$ cat src/etsc_pkg.sv
// Shared constants and register codes of the encoder-tracked sine commutator.
package etsc_pkg;

  localparam int ANGLE_BITS_DEF = 12;
  localparam int DUTY_BITS_DEF  = 8;

  localparam int SAMPLE_W = 12;
  localparam int TORQUE_W = 16;
  localparam int CFG_IDX_W = 3;
  localparam int CFG_DATA_W = 16;

  // Quarter-wave sine polynomial coefficients, Q2.30
  localparam logic [31:0] SIN_A   = 32'd1686629684;
  localparam logic [31:0] SIN_B   = 32'd693598564;
  localparam logic [31:0] SIN_C   = 32'd80710704;
  localparam logic [31:0] ONE_Q30 = 32'h4000_0000;

  typedef enum logic [CFG_IDX_W-1:0] {
    REG_ENC_REVERSE = 3'd0,
    REG_POLE_PAIRS  = 3'd1,
    REG_ZERO_OFFSET = 3'd2,
    REG_VOLT_LIMIT  = 3'd3,
    REG_SUPPLY      = 3'd4,
    REG_SAMPLE_RATE = 3'd5,
    REG_VEL_ALPHA   = 3'd6
  } cfg_idx_t;

endpackage

$ cat src/etsc_if.sv
// Channel interfaces: sample input, result output and register write port.
interface etsc_in_if;
  logic                                valid;
  logic                                ready;
  logic [etsc_pkg::SAMPLE_W-1:0]        encoder_sample;
  logic                                sample_ok;
  logic signed [etsc_pkg::TORQUE_W-1:0] torque_cmd;
  modport source(output valid, encoder_sample, sample_ok, torque_cmd, input ready);
  modport sink(input valid, encoder_sample, sample_ok, torque_cmd, output ready);
endinterface

interface etsc_out_if #(parameter int DUTY_BITS = etsc_pkg::DUTY_BITS_DEF);
  logic                 valid;
  logic                 ready;
  logic [DUTY_BITS-1:0] duty_a;
  logic [DUTY_BITS-1:0] duty_b;
  logic [DUTY_BITS-1:0] duty_c;
  logic signed [31:0]   position;
  logic signed [31:0]   speed;
  logic                 tracking_updated;
  modport source(output valid, duty_a, duty_b, duty_c, position, speed, tracking_updated,
                 input ready);
  modport sink(input valid, duty_a, duty_b, duty_c, position, speed, tracking_updated,
               output ready);
endinterface

interface etsc_cfg_if;
  logic                            valid;
  logic                            ready;
  logic [etsc_pkg::CFG_IDX_W-1:0]  index;
  logic [etsc_pkg::CFG_DATA_W-1:0] data;
  modport source(output valid, index, data, input ready);
  modport sink(input valid, index, data, output ready);
endinterface

$ cat src/encoder_tracked_sine_commutator.sv
// Top level: encoder tracking, velocity filter and three-phase sine commutation.
// One word is in flight at a time. A bit-serial shift-add multiplier forms the velocity
// filter, sine polynomial and amplitude products one multiplier bit a cycle; the angle,
// square, rate and numerator products are combinational.
// A finished word waits in the output register while the next word is taken.
// Synchronous active-low reset clears state, tracking and loads register defaults.
module encoder_tracked_sine_commutator #(
  parameter int ANGLE_BITS = etsc_pkg::ANGLE_BITS_DEF,
  parameter int DUTY_BITS  = etsc_pkg::DUTY_BITS_DEF
) (
  input  logic           clk,
  input  logic           rst_n,
  etsc_in_if.sink        in_ch,
  etsc_out_if.source     out_ch,
  etsc_cfg_if.sink       cfg_ch
);

  localparam int AB      = ANGLE_BITS;
  localparam int QB      = DUTY_BITS - 1;
  localparam int TURN    = 1 << AB;
  localparam int X2SH    = 34 - 2 * AB;
  localparam int CW      = $clog2(QB + 1);
  localparam logic [AB-1:0] QTR    = AB'(TURN / 4);
  localparam logic [AB-1:0] OFF_B  = AB'((TURN + 1) / 3);
  localparam logic [AB-1:0] OFF_C  = AB'((2 * TURN + 1) / 3);
  localparam logic [AB-2:0] QTR_X  = (AB-1)'(TURN / 4);
  localparam logic signed [AB:0] HALF_S = (AB+1)'(TURN / 2);
  localparam logic signed [AB:0] TURN_S = (AB+1)'(TURN);
  localparam logic [QB-1:0] DM1    = {QB{1'b1}};
  localparam logic [DUTY_BITS-1:0] MID = DUTY_BITS'(1 << QB);
  localparam logic [CW-1:0] LAST_STEP = CW'(QB - 1);

  typedef enum logic [3:0] {
    S_IDLE, S_TRACK, S_DIFF, S_VMUL, S_ELEC, S_SIN, S_M1, S_M2, S_M3, S_M4, S_DIV, S_DONE
  } state_t;

  state_t state_r;

  // configuration registers
  logic           rev_r;
  logic [6:0]     pole_r;
  logic [11:0]    zo_r;
  logic [15:0]    vlim_r, vsup_r, rate_r, alpha_r;

  // input word and tracking state
  logic [AB-1:0]        raw_r;
  logic                 ok_r;
  logic signed [15:0]   tq_r;
  logic [AB-1:0]        prev_r;
  logic [31:0]          turn_r, sf_r;
  logic                 seen_r;
  logic signed [AB:0]   d_r;

  // serial multiplier, divider and lane state
  logic [63:0]          ma_r, acc_r, rem_r, dv_r;
  logic [31:0]          mb_r;
  logic [QB-1:0]        q_r;
  logic [CW-1:0]        cnt_r;
  logic [AB-1:0]        phase_r;
  logic [15+QB:0]       numdm_r;
  logic [AB-2:0]        x_r;
  logic [1:0]           quad_r;
  logic                 neg_r;
  logic [1:0]           lane_r;
  logic [DUTY_BITS-1:0] da_r, db_r, dc_r;

  // output register
  logic                 ovalid_r, oupd_r;
  logic [DUTY_BITS-1:0] oa_r, ob_r, oc_r;
  logic [31:0]          opos_r, ospd_r;

  // tracking datapath
  logic [AB-1:0]        angle_w, prev_eff;
  logic [31:0]          turn_eff;
  logic signed [AB:0]   draw_w, dwrap_w;
  logic signed [AB+17:0] dr_w;
  logic signed [63:0]   diff_w;
  logic [63:0]          vshift_w;

  assign angle_w  = rev_r ? raw_r : ({AB{1'b0}} - raw_r);
  assign prev_eff = seen_r ? prev_r : angle_w;
  assign turn_eff = seen_r ? turn_r : 32'(angle_w);
  assign draw_w   = $signed({1'b0, angle_w}) - $signed({1'b0, prev_eff});

  always_comb begin
    dwrap_w = draw_w;
    if (draw_w > HALF_S) begin
      dwrap_w = draw_w - TURN_S;
    end else if (draw_w < -HALF_S) begin
      dwrap_w = draw_w + TURN_S;
    end
  end

  assign dr_w     = d_r * $signed({1'b0, rate_r});
  assign diff_w   = 64'(dr_w) - 64'($signed(sf_r));
  assign vshift_w = 64'($signed(acc_r) >>> 16);

  // electrical angle, clamped torque and amplitude numerator
  logic [AB+6:0]        ep_w;
  logic [AB-1:0]        e_w, phase_w;
  logic signed [17:0]   vx_w, lim_w, vc_w;
  logic [17:0]          absv_w, num2_w;
  logic [15:0]          numc_w;
  logic [15+QB:0]       numdm_w;

  assign ep_w  = turn_r[AB-1:0] * pole_r;
  assign e_w   = ep_w[AB-1:0] - AB'(zo_r);
  assign vx_w  = 18'(tq_r);
  assign lim_w = $signed({2'b00, vlim_r});

  always_comb begin
    vc_w = vx_w;
    if (vx_w > lim_w) begin
      vc_w = lim_w;
    end else if (vx_w < -lim_w) begin
      vc_w = -lim_w;
    end
  end

  assign absv_w  = vc_w[17] ? 18'(-vc_w) : 18'(vc_w);
  assign num2_w  = {absv_w[16:0], 1'b0};
  assign numc_w  = (num2_w > {2'b00, vsup_r}) ? vsup_r : num2_w[15:0];
  assign phase_w = vc_w[17] ? (e_w - QTR) : (e_w + QTR);
  assign numdm_w = numc_w * DM1;

  // lane phase and quarter-wave argument
  logic [AB-1:0]        off_w, p_w;
  logic [AB-2:0]        x_w;
  logic [2*AB-3:0]      xx_w;
  logic [31:0]          x2_w;

  always_comb begin
    case (lane_r)
      2'd1:    off_w = OFF_B;
      2'd2:    off_w = OFF_C;
      default: off_w = '0;
    endcase
  end

  assign p_w  = phase_r + off_w;
  assign x_w  = p_w[AB-2] ? (QTR_X - {1'b0, p_w[AB-3:0]}) : {1'b0, p_w[AB-3:0]};
  assign xx_w = x_w * x_w;
  assign x2_w = 32'(xx_w) << X2SH;

  // polynomial terms and sine magnitude
  logic [31:0]          acc_hi, t1_w, t2_w, mag_w;
  logic [63:0]          sfull_w;
  logic                 mul_done, div_ge;
  logic [QB-1:0]        q_fin;
  logic [DUTY_BITS-1:0] term_w, duty_w;

  assign acc_hi   = acc_r[61:30];
  assign t1_w     = etsc_pkg::SIN_B - acc_hi;
  assign t2_w     = etsc_pkg::SIN_A - acc_hi;
  assign sfull_w  = acc_r >> (AB - 2);
  assign mag_w    = (sfull_w > 64'(etsc_pkg::ONE_Q30)) ? etsc_pkg::ONE_Q30 : sfull_w[31:0];
  assign mul_done = (mb_r == '0);
  assign div_ge   = (rem_r >= dv_r);
  assign q_fin    = {q_r[QB-2:0], div_ge};
  assign term_w   = (vsup_r == '0) ? '0 : DUTY_BITS'(q_fin);
  assign duty_w   = neg_r ? (MID - term_w) : (MID + term_w);

  assign in_ch.ready  = (state_r == S_IDLE);
  assign cfg_ch.ready = 1'b1;

  assign out_ch.valid            = ovalid_r;
  assign out_ch.duty_a           = oa_r;
  assign out_ch.duty_b           = ob_r;
  assign out_ch.duty_c           = oc_r;
  assign out_ch.position         = $signed(opos_r);
  assign out_ch.speed            = $signed(ospd_r);
  assign out_ch.tracking_updated = oupd_r;

  // state, configuration, datapath and output registers
  always_ff @(posedge clk) begin
    if (!rst_n) begin
      state_r  <= S_IDLE;
      ovalid_r <= 1'b0;
      seen_r   <= 1'b0;
      prev_r   <= '0;
      turn_r   <= '0;
      sf_r     <= '0;
      lane_r   <= '0;
      cnt_r    <= '0;
      rev_r    <= 1'b0;
      pole_r   <= 7'd7;
      zo_r     <= '0;
      vlim_r   <= 16'd1024;
      vsup_r   <= 16'd3072;
      rate_r   <= 16'd1000;
      alpha_r  <= 16'd6554;
    end else begin
      // take register writes
      if (cfg_ch.valid) begin
        case (etsc_pkg::cfg_idx_t'(cfg_ch.index))
          etsc_pkg::REG_ENC_REVERSE: rev_r   <= cfg_ch.data[0];
          etsc_pkg::REG_POLE_PAIRS:  pole_r  <= cfg_ch.data[6:0];
          etsc_pkg::REG_ZERO_OFFSET: zo_r    <= cfg_ch.data[11:0];
          etsc_pkg::REG_VOLT_LIMIT:  vlim_r  <= cfg_ch.data;
          etsc_pkg::REG_SUPPLY:      vsup_r  <= cfg_ch.data;
          etsc_pkg::REG_SAMPLE_RATE: rate_r  <= cfg_ch.data;
          etsc_pkg::REG_VEL_ALPHA:   alpha_r <= cfg_ch.data;
          default: ;
        endcase
      end

      // drop the output word once taken, unless a new one replaces it
      if (ovalid_r && out_ch.ready && state_r != S_DONE) begin
        ovalid_r <= 1'b0;
      end

      case (state_r)
        S_IDLE: begin
          if (in_ch.valid) begin
            raw_r   <= AB'(in_ch.encoder_sample);
            ok_r    <= in_ch.sample_ok;
            tq_r    <= in_ch.torque_cmd;
            state_r <= S_TRACK;
          end
        end
        S_TRACK: begin
          if (ok_r) begin
            d_r     <= dwrap_w;
            prev_r  <= angle_w;
            turn_r  <= turn_eff + 32'(dwrap_w);
            seen_r  <= 1'b1;
            state_r <= S_DIFF;
          end else begin
            state_r <= S_ELEC;
          end
        end
        S_DIFF: begin
          ma_r    <= diff_w;
          mb_r    <= 32'(alpha_r);
          acc_r   <= '0;
          state_r <= S_VMUL;
        end
        S_ELEC: begin
          phase_r <= phase_w;
          numdm_r <= numdm_w;
          lane_r  <= '0;
          state_r <= S_SIN;
        end
        S_SIN: begin
          x_r     <= x_w;
          quad_r  <= p_w[AB-1:AB-2];
          ma_r    <= 64'(etsc_pkg::SIN_C);
          mb_r    <= x2_w;
          acc_r   <= '0;
          state_r <= S_M1;
        end
        S_VMUL, S_M1, S_M2, S_M3, S_M4: begin
          if (!mul_done) begin
            // advance the shift-add multiplier one bit
            if (mb_r[0]) begin
              acc_r <= acc_r + ma_r;
            end
            ma_r <= {ma_r[62:0], 1'b0};
            mb_r <= {1'b0, mb_r[31:1]};
          end else begin
            acc_r <= '0;
            case (state_r)
              S_VMUL: begin
                sf_r    <= sf_r + vshift_w[31:0];
                state_r <= S_ELEC;
              end
              S_M1: begin
                ma_r    <= 64'(t1_w);
                mb_r    <= x2_w;
                state_r <= S_M2;
              end
              S_M2: begin
                ma_r    <= 64'(t2_w);
                mb_r    <= 32'(x_r);
                state_r <= S_M3;
              end
              S_M3: begin
                neg_r   <= quad_r[1] && (mag_w != '0);
                ma_r    <= 64'(numdm_r);
                mb_r    <= mag_w;
                state_r <= S_M4;
              end
              default: begin
                rem_r   <= acc_r;
                dv_r    <= {18'b0, vsup_r, 30'b0} << (QB - 1);
                q_r     <= '0;
                cnt_r   <= '0;
                state_r <= S_DIV;
              end
            endcase
          end
        end
        S_DIV: begin
          // restoring division, one quotient bit a cycle
          if (div_ge) begin
            rem_r <= rem_r - dv_r;
          end
          q_r   <= q_fin;
          dv_r  <= {1'b0, dv_r[63:1]};
          cnt_r <= cnt_r + 1'b1;
          if (cnt_r == LAST_STEP) begin
            case (lane_r)
              2'd0:    da_r <= duty_w;
              2'd1:    db_r <= duty_w;
              default: dc_r <= duty_w;
            endcase
            if (lane_r == 2'd2) begin
              state_r <= S_DONE;
            end else begin
              lane_r  <= lane_r + 1'b1;
              state_r <= S_SIN;
            end
          end
        end
        S_DONE: begin
          // hold until the output register is free
          if (!ovalid_r || out_ch.ready) begin
            ovalid_r <= 1'b1;
            oa_r     <= da_r;
            ob_r     <= db_r;
            oc_r     <= dc_r;
            opos_r   <= turn_r;
            ospd_r   <= sf_r;
            oupd_r   <= ok_r;
            state_r  <= S_IDLE;
          end
        end
        default: state_r <= S_IDLE;
      endcase
    end
  end

`ifndef SYNTHESIS
  a_lane_range: assert property (@(posedge clk) disable iff (!rst_n)
    lane_r != 2'd3) else $error("lane counter out of range");

  a_duty_nonzero: assert property (@(posedge clk) disable iff (!rst_n)
    ovalid_r |-> (oa_r != '0 && ob_r != '0 && oc_r != '0))
    else $error("duty below the smallest reachable value");

  a_done_waits: assert property (@(posedge clk) disable iff (!rst_n)
    (state_r == S_DONE && ovalid_r && !out_ch.ready) |=> state_r == S_DONE)
    else $error("result left while output register was full");

  a_track_only_ok: assert property (@(posedge clk) disable iff (!rst_n)
    (state_r == S_TRACK && !ok_r) |=> $stable(turn_r) && $stable(sf_r))
    else $error("tracking changed on a failed sample");
`endif

endmodule

$ cat src/flat_wrapper.sv
// flat-port wrapper written by rule: the top's interface ports become plain ports
module encoder_tracked_sine_commutator_flat 
#(
  parameter int ANGLE_BITS = etsc_pkg::ANGLE_BITS_DEF,
  parameter int DUTY_BITS  = etsc_pkg::DUTY_BITS_DEF
)
  (clk, rst_n, in_ch_valid, in_ch_encoder_sample, in_ch_sample_ok, in_ch_torque_cmd, in_ch_ready, out_ch_valid, out_ch_duty_a, out_ch_duty_b, out_ch_duty_c, out_ch_position, out_ch_speed, out_ch_tracking_updated, out_ch_ready, cfg_ch_valid, cfg_ch_index, cfg_ch_data, cfg_ch_ready);
  etsc_in_if in_ch_i ();
  etsc_out_if #(.DUTY_BITS(DUTY_BITS)) out_ch_i ();
  etsc_cfg_if cfg_ch_i ();
  input  logic clk;
  input  logic rst_n;
  input wire logic [$bits(in_ch_i.valid)-1:0] in_ch_valid;
  input wire logic [$bits(in_ch_i.encoder_sample)-1:0] in_ch_encoder_sample;
  input wire logic [$bits(in_ch_i.sample_ok)-1:0] in_ch_sample_ok;
  input wire logic [$bits(in_ch_i.torque_cmd)-1:0] in_ch_torque_cmd;
  output wire logic [$bits(in_ch_i.ready)-1:0] in_ch_ready;
  output wire logic [$bits(out_ch_i.valid)-1:0] out_ch_valid;
  output wire logic [$bits(out_ch_i.duty_a)-1:0] out_ch_duty_a;
  output wire logic [$bits(out_ch_i.duty_b)-1:0] out_ch_duty_b;
  output wire logic [$bits(out_ch_i.duty_c)-1:0] out_ch_duty_c;
  output wire logic [$bits(out_ch_i.position)-1:0] out_ch_position;
  output wire logic [$bits(out_ch_i.speed)-1:0] out_ch_speed;
  output wire logic [$bits(out_ch_i.tracking_updated)-1:0] out_ch_tracking_updated;
  input wire logic [$bits(out_ch_i.ready)-1:0] out_ch_ready;
  input wire logic [$bits(cfg_ch_i.valid)-1:0] cfg_ch_valid;
  input wire logic [$bits(cfg_ch_i.index)-1:0] cfg_ch_index;
  input wire logic [$bits(cfg_ch_i.data)-1:0] cfg_ch_data;
  output wire logic [$bits(cfg_ch_i.ready)-1:0] cfg_ch_ready;
  assign in_ch_i.valid = in_ch_valid;
  assign in_ch_i.encoder_sample = in_ch_encoder_sample;
  assign in_ch_i.sample_ok = in_ch_sample_ok;
  assign in_ch_i.torque_cmd = in_ch_torque_cmd;
  assign in_ch_ready = in_ch_i.ready;
  assign out_ch_valid = out_ch_i.valid;
  assign out_ch_duty_a = out_ch_i.duty_a;
  assign out_ch_duty_b = out_ch_i.duty_b;
  assign out_ch_duty_c = out_ch_i.duty_c;
  assign out_ch_position = out_ch_i.position;
  assign out_ch_speed = out_ch_i.speed;
  assign out_ch_tracking_updated = out_ch_i.tracking_updated;
  assign out_ch_i.ready = out_ch_ready;
  assign cfg_ch_i.valid = cfg_ch_valid;
  assign cfg_ch_i.index = cfg_ch_index;
  assign cfg_ch_i.data = cfg_ch_data;
  assign cfg_ch_ready = cfg_ch_i.ready;
  encoder_tracked_sine_commutator #(.ANGLE_BITS(ANGLE_BITS), .DUTY_BITS(DUTY_BITS)) u_core (.clk(clk), .rst_n(rst_n), .in_ch(in_ch_i), .out_ch(out_ch_i), .cfg_ch(cfg_ch_i));
endmodule
$ cat config.mk
export PLATFORM = sky130hd
export DESIGN_NAME = encoder_tracked_sine_commutator_flat
export DESIGN_NICKNAME = d
export VERILOG_FILES = /design/src/etsc_pkg.sv /design/src/etsc_if.sv /design/src/encoder_tracked_sine_commutator.sv /design/src/flat_wrapper.sv
export SDC_FILE = /design/constraint.sdc
export NUM_CORES = 2
export LEC_CHECK = 0
export BUFFER_PORTS_ARGS = -buffer_cell sky130_fd_sc_hd__buf_4
export CORE_MARGIN = 3
export CORE_UTILIZATION = 50
export CTS_CLUSTER_DIAMETER = 150
export DETAILED_ROUTE_END_ITERATION = 16
export GPL_ROUTABILITY_DRIVEN = 0
export PLACE_DENSITY = 0.64
export SKIP_LAST_GASP = 1
export SLEW_MARGIN = 20
export SYNTH_ARGS = -nofsm -noshare
export SYNTH_HDL_FRONTEND = slang
export SYNTH_SLANG_ARGS = --single-unit
$ cat constraint.sdc
create_clock -name clk -period 13.84 [get_ports clk]
set_input_delay 1.384 -clock clk [delete_from_list [all_inputs] [get_ports clk]]
set_output_delay 1.384 -clock clk [all_outputs]
set_load 0.005 [all_outputs]
==> key figures <==
Logic synthesis
  • Mapped Cells: 5793
  • Post-synth ARST share: 0%
  • Leading cell types by count after synthesis: 682 x nand2_1, 609 x inv_1, 514 x ha_1, 485 x edfxtp_1, 361 x nor2_1
  • Netlist Area Pre-Place: ~55000 um^2
  • Top-count cell post-synth: nand2_1
  • Synth top area cells: edfxtp_1 26%, fa_1 13%, ha_1 12%, dfxtp_1 6.2%, nand2_1 4.7%
  • Yosys reg bits: 656
  • Post-synth top area share: approximately a quarter
  • EDFF count, synth: 485
  • Netlist cell types: 110
  • Synth warn: 0
  • Main synth FF type: edfxtp_1
  • Post-synth top area cell: edfxtp_1
  • Synthesized area per cell: 9.50 um^2
  • Register area share after synthesis: 32.7%

Floorplanning
  • Starting density of the core: roughly 50%
  • Core box area: approximately 110000 um^2
  • Die Span X: ~340 um
  • Rows: 121
  • IO Pins: about 150
  • Die ar.: 114000 um^2
  • Die H: around 340 um

Clock network
  • H-tree depth: 3
  • Root Driver: clkbuf_16
  • Total CTS buffers: 80
  • Clock Pin Slew Worst Setup and Hold Paths: 0.06 ns
  • Hold-fix buffer count after cts: 0
  • Post_cts resized: 0
  • Later-pin clock latency in the skew report: 0.68 ns
  • CTS Buffer Depth: 3
  • Post-CTS setup buffer count: 0
  • CTS sink count: ~660
  • CTS tree: done

Critical path
  • Worst Setup Start Kind: register
  • CP max stage delay: 0.62 ns
  • FF-to-FF path depth: between 40 and 50
  • CP Class: reg -> reg
  • Crit-path most repeated cell: a21oi_1
  • CP Capture Type: register
  • Start of the worst register-to-register path: u_core.vlim_r[1]
  • Delay-heaviest family, CP: compound AO/OA/AOI/OAI gates
  • Crit-path max FO: 16
  • CP max stage cell: mux2i_1
  • Worst Path Arrival: 13.19 ns
  • Reg-to-reg slack, setup: a little over 1 ns
  • CP Data Required Time: 14.23 ns
  • FF-to-FF End: u_core.numdm_r[21]
  • Worst path bufs/invs: 3

Route
  • Vias: 42663
  • WL/cell: 21.1 um
  • Number of DRC markers in iteration 0: 3298
  • Detailed Routing Iterations Pass 1: 6
  • Antenna Violating Nets Remaining: 0
  • Detailed Route WL: 155000 um
  • Via density: 5.80
  • DRC Markers: 0

Placed design
  • Port bufs: approximately 140
  • DPL Wire Length: 118000 um
  • DP Area: 57500 um^2

Timing
  • Max Freq: 0.0781 GHz
  • RSZ-0062 raised after global routing: false
  • Final-report setup violation count: 0
  • Relative slew slack: 17.4%
  • Final Hold Fails: 0
  • Clk_skew: around 0.044 ns
  • WHS: 0.417 ns
  • Max Slew Vio Count: 0
  • Setup TNS: 0 ns
  • Least-Margin Pin Slew: 1.23 ns
  • Post-layout min period: 12.80 ns
  • Tcrit/Tclk final: 92.5%

Hold path
  • Hold path startpoint: u_core.dc_r[0]
  • Type of the worst min-delay path: reg -> reg
  • Worst Hold End: u_core.out_ch.duty_c[0]
  • Hold Path Depth: 0

Flow run
  • MaxCap Viol Count: 0

Global route
  • Global-route usage over all layers: 27.0%
  • Largest net degree at the start of global routing: 100
  • Vias in the first global route: 41051
  • First-pass GRT wire length: roughly 240000 um
  • Initial antenna violation count: 0
  • Grt total ovfl: 0

Cells and area
  • Fillers: 9799
  • Layout cells sized above 1: 7.08%
  • Fin area: 60200 um^2
  • Area added between synthesis and finish: 9.44%
  • Final net count: ~6800

Run status
  • Status: finished, final reports clean
-- routing by layer --
layer,GRT usage (%),share of wire (%),wire [um],up-vias
met2,42.6,45,69300,1420
met4,9.23,3.8,5920,0
li1,-,-,-,20189
met3,5.08,7.3,11200,309
met5,0,0,0,-
met1,37.4,44,68600,20745
-- worst max path at each step --
| stage | to | startpoint | cells past startpoint |
|---|---|---|---|
| 2_1_floorplan | u_core.numdm_r[22] | u_core.vlim_r[1] | 49 |
| 3_3_place_gp | u_core.numdm_r[22] | u_core.vlim_r[1] | 47 |
| 3_5_place_dp | u_core.numdm_r[21] | u_core.vlim_r[1] | 46 |
| 4_1_cts | u_core.numdm_r[21] | u_core.vlim_r[1] | 46 |
| 5_1_grt | u_core.numdm_r[21] | u_core.vlim_r[0] | 46 |
| 6_report | u_core.numdm_r[21] | u_core.vlim_r[1] | 46 |
-- registers in the layout, indices dropped and copies added (netlist names), 11 cells and up --
name,count
u_core.ma_r,64
u_core.vlim_r,16
u_core.phase_r,12
u_core.rate_r,16
u_core.mb_r,32
u_core.x_r,11
u_core.vsup_r,16
u_core.out_ch.position,32
u_core.out_ch.speed,32
u_core.acc_r,64
u_core.sf_r,32
u_core.raw_r,12
u_core.d_r,13
u_core.alpha_r,16
u_core.numdm_r,23
u_core.turn_r,32
u_core.rem_r,64
u_core.zo_r,12
u_core.tq_r,16
u_core.prev_r,12
u_core.dv_r,52
-- final cells by class --
type	instances	area, um^2	share of cell area, %
Inverter	616	2310	3.84
Clock buffer	94	2140	3.55
Sequential cell	656	18000	29.9
Timing Repair Buffer	190	1430	2.37
Multi-Input combinational cell	4324	34000	56.5
Clock inverter	55	527	0.875
Antenna cell	6	15.0	0.0249
Tap cell	1414	1770	2.94
-- cell usage in the layout, fill, tap and decap left out, types with 32 or more instances in the layout --
| master | synthesis | routed |
|---|---|---|
| a211oi_1 | 35 | 35 |
| a21boi_0 | 88 | 87 |
| a21o_1 | 161 | 161 |
| a21oi_1 | 319 | 318 |
| a22oi_1 | 32 | 32 |
| and2_1 | 202 | 202 |
| buf_4 | 1 | 190 |
| clkbuf_16 | 0 | 81 |
| dfxtp_1 | 171 | 170 |
| edfxtp_1 | 485 | 485 |
| fa_1 | 348 | 348 |
| ha_1 | 514 | 514 |
| inv_1 | 609 | 609 |
| mux2i_1 | 40 | 40 |
| nand2_1 | 682 | 681 |
| nand2b_1 | 67 | 67 |
| nand3_1 | 97 | 96 |
| nand4_1 | 32 | 32 |
| nor2_1 | 361 | 354 |
| nor2b_1 | 68 | 68 |
| nor3_1 | 76 | 75 |
| nor4_1 | 37 | 36 |
| o21a_1 | 38 | 38 |
| o21ai_0 | 312 | 312 |
| o21bai_1 | 48 | 48 |
| xnor2_1 | 214 | 214 |
| xor2_1 | 129 | 129 |
-- logic make-up (layout without fill, tap and decap cells) --
| logic type | after synthesis | count (layout) | share of synthesized area (%) |
|---|---|---|---|
| AO/OA/AOI/OAI | 1294 | 1295 | 15.4 |
| XOR/XNOR | 343 | 343 | 5.46 |
| adder cells (fa/ha/maj) | 862 | 862 | 24.4 |
| buffers and inverters | 821 | 955 | 5.74 |
| flip-flops | 656 | 656 | 32.7 |
| multiplexers | 68 | 68 | 1.36 |
| other | 2 | 15 | 0.0137 |
| AND/OR/NAND/NOR | 1747 | 1747 | 15.0 |
-- per-stage QoR --
stage               setup WS (ns)  util, %  std cells
floorplan                    2.80        -       5800
finish                       1.04     55.2       7355
global placement             1.23     52.7       7199
CTS                         0.884     55.2       7348
global route                0.157     55.2       7349
detailed placement          0.948     52.7       7199
Power is left out: the tool's default activity adds up to more than one toggle a clock period on the data nets, which glitch-free logic cannot reach.
